--- config.mk ---
export PLATFORM = sky130hd
export DESIGN_NAME = qle_ctrl
export DESIGN_NICKNAME = d
export VERILOG_FILES = /design/src/rtl/qle_pkg.sv /design/src/rtl/qle_ctrl.sv
export SDC_FILE = /design/constraint.sdc
export NUM_CORES = 1
export LEC_CHECK = 0
export BUFFER_PORTS_ARGS = -buffer_cell sky130_fd_sc_hd__buf_2
export CORE_MARGIN = 2
export CORE_UTILIZATION = 35
export CTS_CLUSTER_DIAMETER = 150
export DETAILED_ROUTE_END_ITERATION = 8
export HOLD_SLACK_MARGIN = 0.03
export PLACE_DENSITY = 0.57
export SLEW_MARGIN = 30
export SYNTH_ARGS = -nofsm -noshare
export SYNTH_HDL_FRONTEND = slang
export SYNTH_SLANG_ARGS = --single-unit
--- constraint.sdc ---
create_clock -name clk_i -period 2.1 [get_ports clk_i]
set_input_delay 0.42 -clock clk_i [delete_from_list [all_inputs] [get_ports clk_i]]
set_output_delay 0.42 -clock clk_i [all_outputs]
set_load 0.01 [all_outputs]
--- src/rtl/qle_pkg.sv ---
// Package for the tabular Q-learning engine: sizes, register indexes,
// reset values and the command/status structs between controller and datapath.
// No dependencies.
`timescale 1ns / 1ps

package qle_pkg;

  localparam int NUM_STATES  = 256;
  localparam int NUM_ACTIONS = 4;
  localparam int VALUE_WIDTH = 24;

  localparam int STATE_W = $clog2(NUM_STATES);
  localparam int ACT_W   = $clog2(NUM_ACTIONS);
  localparam int ADDR_W  = STATE_W + ACT_W;
  localparam int Q_DEPTH = NUM_STATES * NUM_ACTIONS;

  localparam int REWARD_W = 10;
  localparam int DRAW_W   = 16;
  localparam int PICK_W   = 8;
  localparam int RATE_W   = 9;
  localparam int EPS_W    = 17;

  // stream widths
  localparam int S_TDATA_W = 56;
  localparam int M_TDATA_W = 32;
  localparam int M_TUSER_W = 2;

  // configuration port
  localparam int CFG_IDX_W  = 2;
  localparam int CFG_DATA_W = 17;

  localparam logic [CFG_IDX_W-1:0] CFG_LEARN_RATE     = 2'd0;
  localparam logic [CFG_IDX_W-1:0] CFG_DISCOUNT       = 2'd1;
  localparam logic [CFG_IDX_W-1:0] CFG_EXPLORE_CHANCE = 2'd2;

  localparam logic [RATE_W-1:0] LEARN_RATE_RST     = 9'd26;
  localparam logic [RATE_W-1:0] DISCOUNT_RST       = 9'd102;
  localparam logic [EPS_W-1:0]  EXPLORE_CHANCE_RST = 17'd6554;
  localparam logic [RATE_W-1:0] RATE_MAX           = 9'd256;
  localparam logic [EPS_W-1:0]  EPS_MAX            = 17'd65536;

  // table read selector: 0..NUM_ACTIONS-1 read the row, RD_CUR reads Q[s][a]
  localparam int RD_SEL_W = 3;
  localparam logic [RD_SEL_W-1:0] RD_CUR      = 3'd4;
  localparam logic [RD_SEL_W-1:0] RD_ROW_LAST = 3'd3;

  typedef logic signed [VALUE_WIDTH-1:0] q_t;

  typedef struct packed {
    logic                load_item;
    logic                clr_we;
    logic [ADDR_W-1:0]   clr_addr;
    logic                rd_en;
    logic [RD_SEL_W-1:0] rd_sel;
    logic                max_en;
    logic                pick_en;
    logic                mul1_en;
    logic                sum_en;
    logic                mul2_en;
    logic                fin_en;
    logic                out_load;
    logic                wr_en;
  } qle_cmd_t;

  typedef struct packed {
    logic kind_upd;
    logic out_free;
  } qle_sts_t;

endpackage

--- src/rtl/qle_ctrl.sv ---
// Controller of the Q-learning engine: table clearing pass after reset and
// the per-item step sequence. Depends on qle_pkg.
`timescale 1ns / 1ps

module qle_ctrl (
  input  logic              clk_i,
  input  logic              rst_ni,
  input  logic              s_axis_tvalid,
  output logic              s_axis_tready,
  input  qle_pkg::qle_sts_t sts_i,
  output qle_pkg::qle_cmd_t cmd_o
);

  import qle_pkg::*;

  localparam logic [3:0] ST_CLEAR = 4'd0;
  localparam logic [3:0] ST_IDLE  = 4'd1;
  localparam logic [3:0] ST_READ  = 4'd2;
  localparam logic [3:0] ST_WAIT  = 4'd3;
  localparam logic [3:0] ST_MAX   = 4'd4;
  localparam logic [3:0] ST_PICK  = 4'd5;
  localparam logic [3:0] ST_MUL1  = 4'd6;
  localparam logic [3:0] ST_SUM   = 4'd7;
  localparam logic [3:0] ST_MUL2  = 4'd8;
  localparam logic [3:0] ST_FIN   = 4'd9;
  localparam logic [3:0] ST_OUT   = 4'd10;

  logic [3:0]          state_q, state_d;
  logic [ADDR_W-1:0]   clr_cnt_q, clr_cnt_d;
  logic [RD_SEL_W-1:0] rd_cnt_q, rd_cnt_d;
  logic [RD_SEL_W-1:0] rd_last;

  assign rd_last = sts_i.kind_upd ? RD_CUR : RD_ROW_LAST;

  always_comb begin
    state_d   = state_q;
    clr_cnt_d = clr_cnt_q;
    rd_cnt_d  = rd_cnt_q;
    cmd_o     = '0;
    cmd_o.clr_addr = clr_cnt_q;
    cmd_o.rd_sel   = rd_cnt_q;
    s_axis_tready  = 1'b0;
    case (state_q)
      ST_CLEAR: begin
        cmd_o.clr_we = 1'b1;
        clr_cnt_d    = clr_cnt_q + 1'b1;
        if (clr_cnt_q == ADDR_W'(Q_DEPTH - 1)) state_d = ST_IDLE;
      end
      ST_IDLE: begin
        s_axis_tready   = 1'b1;
        cmd_o.load_item = s_axis_tvalid;
        rd_cnt_d        = '0;
        if (s_axis_tvalid) state_d = ST_READ;
      end
      ST_READ: begin
        cmd_o.rd_en = 1'b1;
        rd_cnt_d    = rd_cnt_q + 1'b1;
        if (rd_cnt_q == rd_last) state_d = ST_WAIT;
      end
      ST_WAIT: state_d = ST_MAX;
      ST_MAX: begin
        cmd_o.max_en = 1'b1;
        state_d = sts_i.kind_upd ? ST_MUL1 : ST_PICK;
      end
      ST_PICK: begin
        cmd_o.pick_en = 1'b1;
        state_d = ST_OUT;
      end
      ST_MUL1: begin
        cmd_o.mul1_en = 1'b1;
        state_d = ST_SUM;
      end
      ST_SUM: begin
        cmd_o.sum_en = 1'b1;
        state_d = ST_MUL2;
      end
      ST_MUL2: begin
        cmd_o.mul2_en = 1'b1;
        state_d = ST_FIN;
      end
      ST_FIN: begin
        cmd_o.fin_en = 1'b1;
        state_d = ST_OUT;
      end
      ST_OUT: begin
        if (sts_i.out_free) begin
          cmd_o.out_load = 1'b1;
          cmd_o.wr_en    = sts_i.kind_upd;
          state_d = ST_IDLE;
        end
      end
      default: state_d = ST_IDLE;
    endcase
  end

  always_ff @(posedge clk_i or negedge rst_ni) begin
    if (!rst_ni) begin
      state_q   <= ST_CLEAR;
      clr_cnt_q <= '0;
      rd_cnt_q  <= '0;
    end else begin
      state_q   <= state_d;
      clr_cnt_q <= clr_cnt_d;
      rd_cnt_q  <= rd_cnt_d;
    end
  end

  a_load_when_free: assert property (@(posedge clk_i) disable iff (!rst_ni)
    cmd_o.out_load |-> sts_i.out_free)
    else $error("result loaded over an untaken beat");

  a_accept_starts_read: assert property (@(posedge clk_i) disable iff (!rst_ni)
    (s_axis_tvalid && s_axis_tready) |=> (state_q == ST_READ && rd_cnt_q == '0))
    else $error("accepted beat did not start the table reads");

  a_write_on_update: assert property (@(posedge clk_i) disable iff (!rst_ni)
    cmd_o.wr_en |-> (sts_i.kind_upd && !cmd_o.clr_we && !cmd_o.rd_en))
    else $error("table write outside an update write-back");

  a_read_bound: assert property (@(posedge clk_i) disable iff (!rst_ni)
    (state_q == ST_READ) |-> (rd_cnt_q <= rd_last))
    else $error("read counter ran past the last table read");

endmodule

==> results.ini, run 1 <==
[setup_path]
start_kind=flip-flop
startpoint=state_q[1]
criticalPathCategory=reg -> out
r2r-start=state_q[1]
crit_slowest_cell=dfrtp_2
reg2reg_slack_ns=0.44
path_delay_family=simple AND/OR/NAND/NOR gates
ff2ff_path_depth=4
critical_path.endpoint=s_axis_tready
path_buf_inv=1
path_cells=or2b_1 > nor3_1 > buf_2
cp.depth=3
r2r_end=state_q[0]
path_max_fanout=15
arrival_ns=1.53
end_kind=output pin
required_ns=1.68
cpPeakStageDelay_ns=0.52

[cells_and_area]
final_common_cell=buf_2
stdcell_area_sq_um=1260
diodes=0
nFillCells=283
num-nets-final=147
syn2layout_area_growth_pct=26.5
final_cell_mix=buf_2, dfrtp_1, nand2_1
stdcell_count=170
drive_above_1_share_pct=36.7
seq_area_sq_um=430
multi_input_area_sq_um=534

[place]
hpwl_mm=1.61
gp_congestion=0.684
dp_cells=163
placed_area_sq_um=1190
portBuffers=29

[worst_hold_path]
hold_class=in -> async

[die]
start_util_pct=36.4
die_w_microns=57.3
dieArea_sq_um=3290
placementRows=19
dieHeight_microns=57.3
io_pins=30
core_area_sq_um=2730

[cts]
cts_root_buf=clkbuf_4
clk_latency_ns=0.29
clockBufferDepth=2
ctsHtreeMaxLevel=1
clock_sinks=17
numCtsBuffers=3
clk_pin_slew_ns=0.10
cts_tree=done

[drt]
dr.pass1.iters=4
routed_wl_mm=2.21
drt_iter0_markers=36
drc=0
wl_per_cell_microns=13.0
vias_per_cell=5.04
drtAntennaViolNets=0
num_vias=857

[power]
p_sw_share_pct=43.4
p_int_uw=932
totalPowerFinal_mw=1.64
power_leakage_nw=0.608
powerDensity_nw_per_um2=1310
power_frac_comb_pct=50.0
clkPwrFrac_pct=10.7
irDropWorstVdd_mv=0.785
sequentialPowerShare_pct=39.3
p_switching_uw=713

[timing]
finalCritPeriodShare_pct=92.6
maxSlewViolCount=0
max-slew-margin-rel_pct=73.8
setup_violations=0
tns_ns=0
post-route-min-period_ns=1.95
finalHoldViolCount=0
clock_skew_ns=0.000842
tightest_slew_ns=0.393
hold_slack_ns=0.0402
timing.fmax_mhz=514

[global_routing]
grt_max_degree=18
grt_pass1_vias=796
gr-usage-all-layers_pct=14.4
antenna_found_initial=0
grt_overflow=0
grt_pass1_wl_mm=3.75

[synth]
synthesis.nets=111
synthArstFlopShare_pct=100
synth-seq-area-share_pct=42.7
netlist_instances=104
ys_ff_latch=17
yosys.cell_types.count=37
synthFlopType=dfrtp_1
mappedNetlistArea_sq_um=996
synth_edf_count=0
yosysWarningCount=0
avgSynthCellArea_sq_um=9.58

[flow_run]
max_cap_viol_count=0

[outcome]
status=completed

## cells by family (layout without fill, tap and decap cells)
kind of cell / count (synthesis) / in the layout / synth area share (%)
buffers and inverters: 9 / 44 / 4.27
DFF: 17 / 17 / 42.7
adders and majority gates: 2 / 2 / 2.51
xor gates and xnor gates: 9 / 9 / 7.92
and+or+nand+nor: 50 / 50 / 31.5
AOI/OAI and AO/OA: 16 / 16 / 9.92
muxes: 1 / 1 / 1.13
## worst min path at each step
stage               startpoint      endpoint  slack [ns]  cells after the start
detailed placement      rst_ni   rd_cnt_q[2]        0.37                      1
global route            rst_ni   rd_cnt_q[2]        0.04                      1
floorplan               rst_ni  clr_cnt_q[0]        0.12                      0
CTS                     rst_ni   rd_cnt_q[2]        0.04                      1
global placement        rst_ni    state_q[3]        0.38                      1
finish                  rst_ni   rd_cnt_q[0]        0.04                      1
## per-stage QoR
stage,utilization [%],worst slack [ns]
2_1_floorplan,-,0.325
3_3_place_gp,43.4,0.408
3_5_place_dp,43.4,0.357
4_1_cts,44.4,0.0155
5_1_grt,46.1,-0.00401
6_report,46.1,0.155
## power groups by stage
stage | Sequential, mW | Combinational [mW] | Clock (mW)
6_report | 0.647 | 0.822 | 0.176
5_1_grt | 0.679 | 0.915 | 0.202
4_1_cts | 0.650 | 0.765 | 0.184
3_5_place_dp | 0.657 | 0.761 | 0
3_3_place_gp | 0.648 | 0.749 | 0
2_1_floorplan | 0.595 | 0.549 | 0
## state kept, by name (all words and copies together), names as in the netlist
name,count
state_q,4
clr_cnt_q,10
rd_cnt_q,3
## synth_stat cells (3+ instances only)
| library cell | instances | area share [%] |
|---|---|---|
| dfrtp_1 | 17 | 43 |
| nand2_1 | 10 | 3.8 |
| nor2_1 | 9 | 3.4 |
| xnor2_1 | 6 | 5.3 |
| nor3_1 | 5 | 2.5 |
| o21ai_0 | 5 | 2.5 |
| a21oi_1 | 4 | 2.0 |
| clkbuf_1 | 4 | 1.5 |
| inv_1 | 3 | 1.1 |
| nand2b_1 | 3 | 1.9 |
| xor2_1 | 3 | 2.6 |
## layout make-up
cell class	count	share of cell area [%]
Inverter	3	0.894
Timing Repair Buffer	37	17.3
Clock inverter	1	0.397
Tap cell	31	3.08
Multi-Input combinational cell	78	42.4
Sequential cell	17	34.2
Clock buffer	3	1.79
## worst reg2reg max path: cells and delay by family (launching register included)
kind | cells | cell delay (ns)
and+or+nand+nor | 2 | 0.61
AOI/OAI and AO/OA | 2 | 0.43
DFF | 1 | 0.52
## per-layer routing
| metal | vias to the layer above | share of wire (%) | wire length (microns) | GRT usage [%] |
|---|---|---|---|---|
| li1 | 434 | - | - | - |
| met2 | 20 | 48 | 1050 | 22.2 |
| met4 | 0 | 0.59 | 13 | 3.65 |
| met3 | 2 | 4.3 | 96 | 3.63 |
| met5 | - | 0 | 0 | 0 |
| met1 | 401 | 47 | 1050 | 20.2 |
## timing repair
action,4_1_cts,5_1_grt
gates resized for setup,0,5
hold buffers,0,0
buffers inserted,0,3
endpoints found under the hold margin,0,0
setup endpoints to repair,0,6
Power figures use the tool's default switching activity.
==> run 2, diff against run 1 <==
Settings changed: CORE_UTILIZATION 35 to 29, PLACE_DENSITY 0.57 to 0.49.
==> run 2 against run 1 <==
Clock skew rose by 0.012 ns. Via count fell by 1.9%. Largest power group unchanged. Core utilization down 8.4 points. Critical endpoint is now cmd_o[11]. Setup slack worse by 0.030 ns. Die area grew 19%.
==> results.ini, run 2 (synthesis results as in run 1) <==
[outcome]
status=completed

[cts]
numCtsBuffers=3  ; unchanged
post_cts_buffers=0  ; unchanged
clk_pin_slew_ns=0.11  ; about the same
clockBufferDepth=2  ; unchanged
cts_tree=done
ctsHtreeMaxLevel=1  ; unchanged
clk_latency_ns=0.30  ; about the same
cts_root_buf=clkbuf_4
clock_sinks=17  ; unchanged

[timing]
clock_skew_ns=0.0129  ; +0.0120 ns
rsz0062_at_grt=false
max-slew-margin-rel_pct=73.6  ; -0.22 points
tns_ns=0  ; unchanged
maxSlewViolCount=0  ; unchanged
tightest_slew_ns=0.397  ; +0.00330 ns
post-route-min-period_ns=1.98  ; +0.0299 ns
finalHoldViolCount=0  ; unchanged
finalCritPeriodShare_pct=94.1  ; +1.4 points
timing.fmax_mhz=506  ; -1.5%
setup_violations=0  ; unchanged

[cells_and_area]
largest_register_ff_count=10  ; unchanged
syn2layout_area_growth_pct=25.3
largest_register=clr_cnt_q
drive_above_1_share_pct=35.3  ; -1.4 points
final_cell_mix=buf_2, dfrtp_1, nand2_1
final_common_cell=buf_2
num-nets-final=144  ; -2.0%
stdcell_area_sq_um=1250  ; -0.99%
diodes=0  ; unchanged
reg_top3=clr_cnt_q x10, state_q x4, rd_cnt_q x3
stdcell_count=182  ; +7.1%

[drt]
drt_iter0_markers=58  ; +61%
drc=0  ; unchanged
routed_wl_mm=2.18  ; -1.6%
wl_per_cell_microns=12.0  ; -8.1%
dr.pass1.iters=4  ; unchanged
num_vias=841  ; -1.9%
vias_per_cell=4.62  ; -8.3%
drtAntennaViolNets=0  ; unchanged

[setup_path]
reg2reg_slack_ns=0.41  ; -0.03 ns
path_max_fanout=11  ; -4
start_kind=flip-flop
end_kind=output pin
criticalPathCategory=reg -> out
critical_path.endpoint=cmd_o[11]
r2r-start=state_q[1]
required_ns=1.68  ; about the same
arrival_ns=1.56  ; +0.03 ns
ff2ff_path_depth=4  ; unchanged
r2r_end=state_q[0]
startpoint=state_q[3]

[worst_hold_path]
hold_class=in -> async

[global_routing]
grt_use_met3_pct=4.68  ; +1.1 points
grt_max_degree=18  ; unchanged
top_usage_layer=met2
grt_overflow=0  ; unchanged
use_met2_pct=19.9  ; -2.3 points
grtUsageMet1_pct=15.7  ; -4.5 points
grt_pass1_vias=825  ; +3.6%
gr-usage-all-layers_pct=12.3  ; -2.1 points
antenna_found_initial=0  ; unchanged
grt_pass1_wl_mm=3.84  ; +2.4%

[power]
p_int_uw=899  ; -3.5%
p_switching_uw=701  ; -1.8%
power_frac_comb_pct=47.3  ; -2.7 points
p_sw_share_pct=43.8  ; +0.43 points
irDropWorstVdd_mv=0.473  ; -40%
clkPwrFrac_pct=11.4  ; +0.7 points
powerDensity_nw_per_um2=1280  ; -1.8%
power_leakage_nw=0.590  ; -3.1%
sequentialPowerShare_pct=41.3  ; +2.0 points

[place]
dp_cells=178  ; +9.2%
portBuffers=29  ; unchanged
placed_area_sq_um=1200  ; +1.6%
gp_congestion=0.759  ; +11%
hpwl_mm=1.61  ; -0.41%

[flow_run]
max_cap_viol_count=0  ; unchanged

[die]
start_util_pct=30.1  ; -6.3 points
dieHeight_microns=62.6  ; +9.2%
core_area_sq_um=3310  ; +21%
die_w_microns=62.6  ; +9.2%
io_pins=30  ; unchanged
dieArea_sq_um=3920  ; +19%
placementRows=21  ; +2

## run 2: cell count changes in the layout (fill, tap and decap cells not counted)
cell	change
buf_12	-1
buf_4	-2
clkbuf_1	+1
nor3_2	+1
clkinv_2	-1
nor3_1	-1
## run 2: worst min path at each step
stage / startpoint / endpoint / slack (ns) / cells after the start
finish: rst_ni / state_q[3] / 0.02 / 1
global route: rst_ni / state_q[3] / 0.04 / 1
CTS: rst_ni / rd_cnt_q[0] / 0.04 / 1
detailed placement: rst_ni / state_q[3] / 0.38 / 1
global placement: rst_ni / state_q[3] / 0.38 / 1
floorplan: rst_ni / clr_cnt_q[0] / 0.12 / 0
## run 2: layer usage
| layer | wire, microns | vias up |
|---|---|---|
| met2 | 933 | 26 |
| met4 | 13 | 0 |
| met1 | 1070 | 382 |
| met3 | 154 | 2 |
| met5 | 0 | - |
| li1 | - | 431 |
## run 2: area by class of cell
type / count / area [sq um]
clock buffers: 4 / 26.3
fillers: 379 / 2060
inverters: 3 / 11.3
multi-input cells: 78 / 539
flip-flops and latches: 17 / 430
well taps: 46 / 57.6
repair buffers: 34 / 183
## run 2: power by group through the flow
| stage | sequential [mW] | clock [mW] | combinational [mW] |
|---|---|---|---|
| final | 0.661 | 0.182 | 0.756 |
| after global routing | 0.694 | 0.210 | 0.852 |
| after CTS | 0.653 | 0.193 | 0.760 |
| after detailed placement | 0.658 | 0 | 0.756 |
| after global placement | 0.650 | 0 | 0.754 |
| after floorplan | 0.595 | 0 | 0.549 |
## run 2: repair_timing
action | 4_1_cts | 5_1_grt
gates resized for setup | 1 | 5
setup endpoints to repair | 1 | 6
hold buffers | 0 | 0
## run 2: critical path: stages, from the launching register on
cell and delay, ns:
dfrtp_2 0.50, buf_4 0.19, nor4b_2 0.27, buf_4 0.17, buf_2 0.12
## run 2: stage by stage
stage	setup slack, ns	hold WS (ns)	util (%)	power (mW)
after detailed placement	0.331	0.381	36.4	1.41
final	0.125	0.0244	37.7	1.60
after CTS	0.0293	0.0440	37.2	1.61
after floorplan	0.325	0.124	-	1.14
after global routing	0.0282	0.0359	37.7	1.76
after global placement	0.366	0.380	36.4	1.40
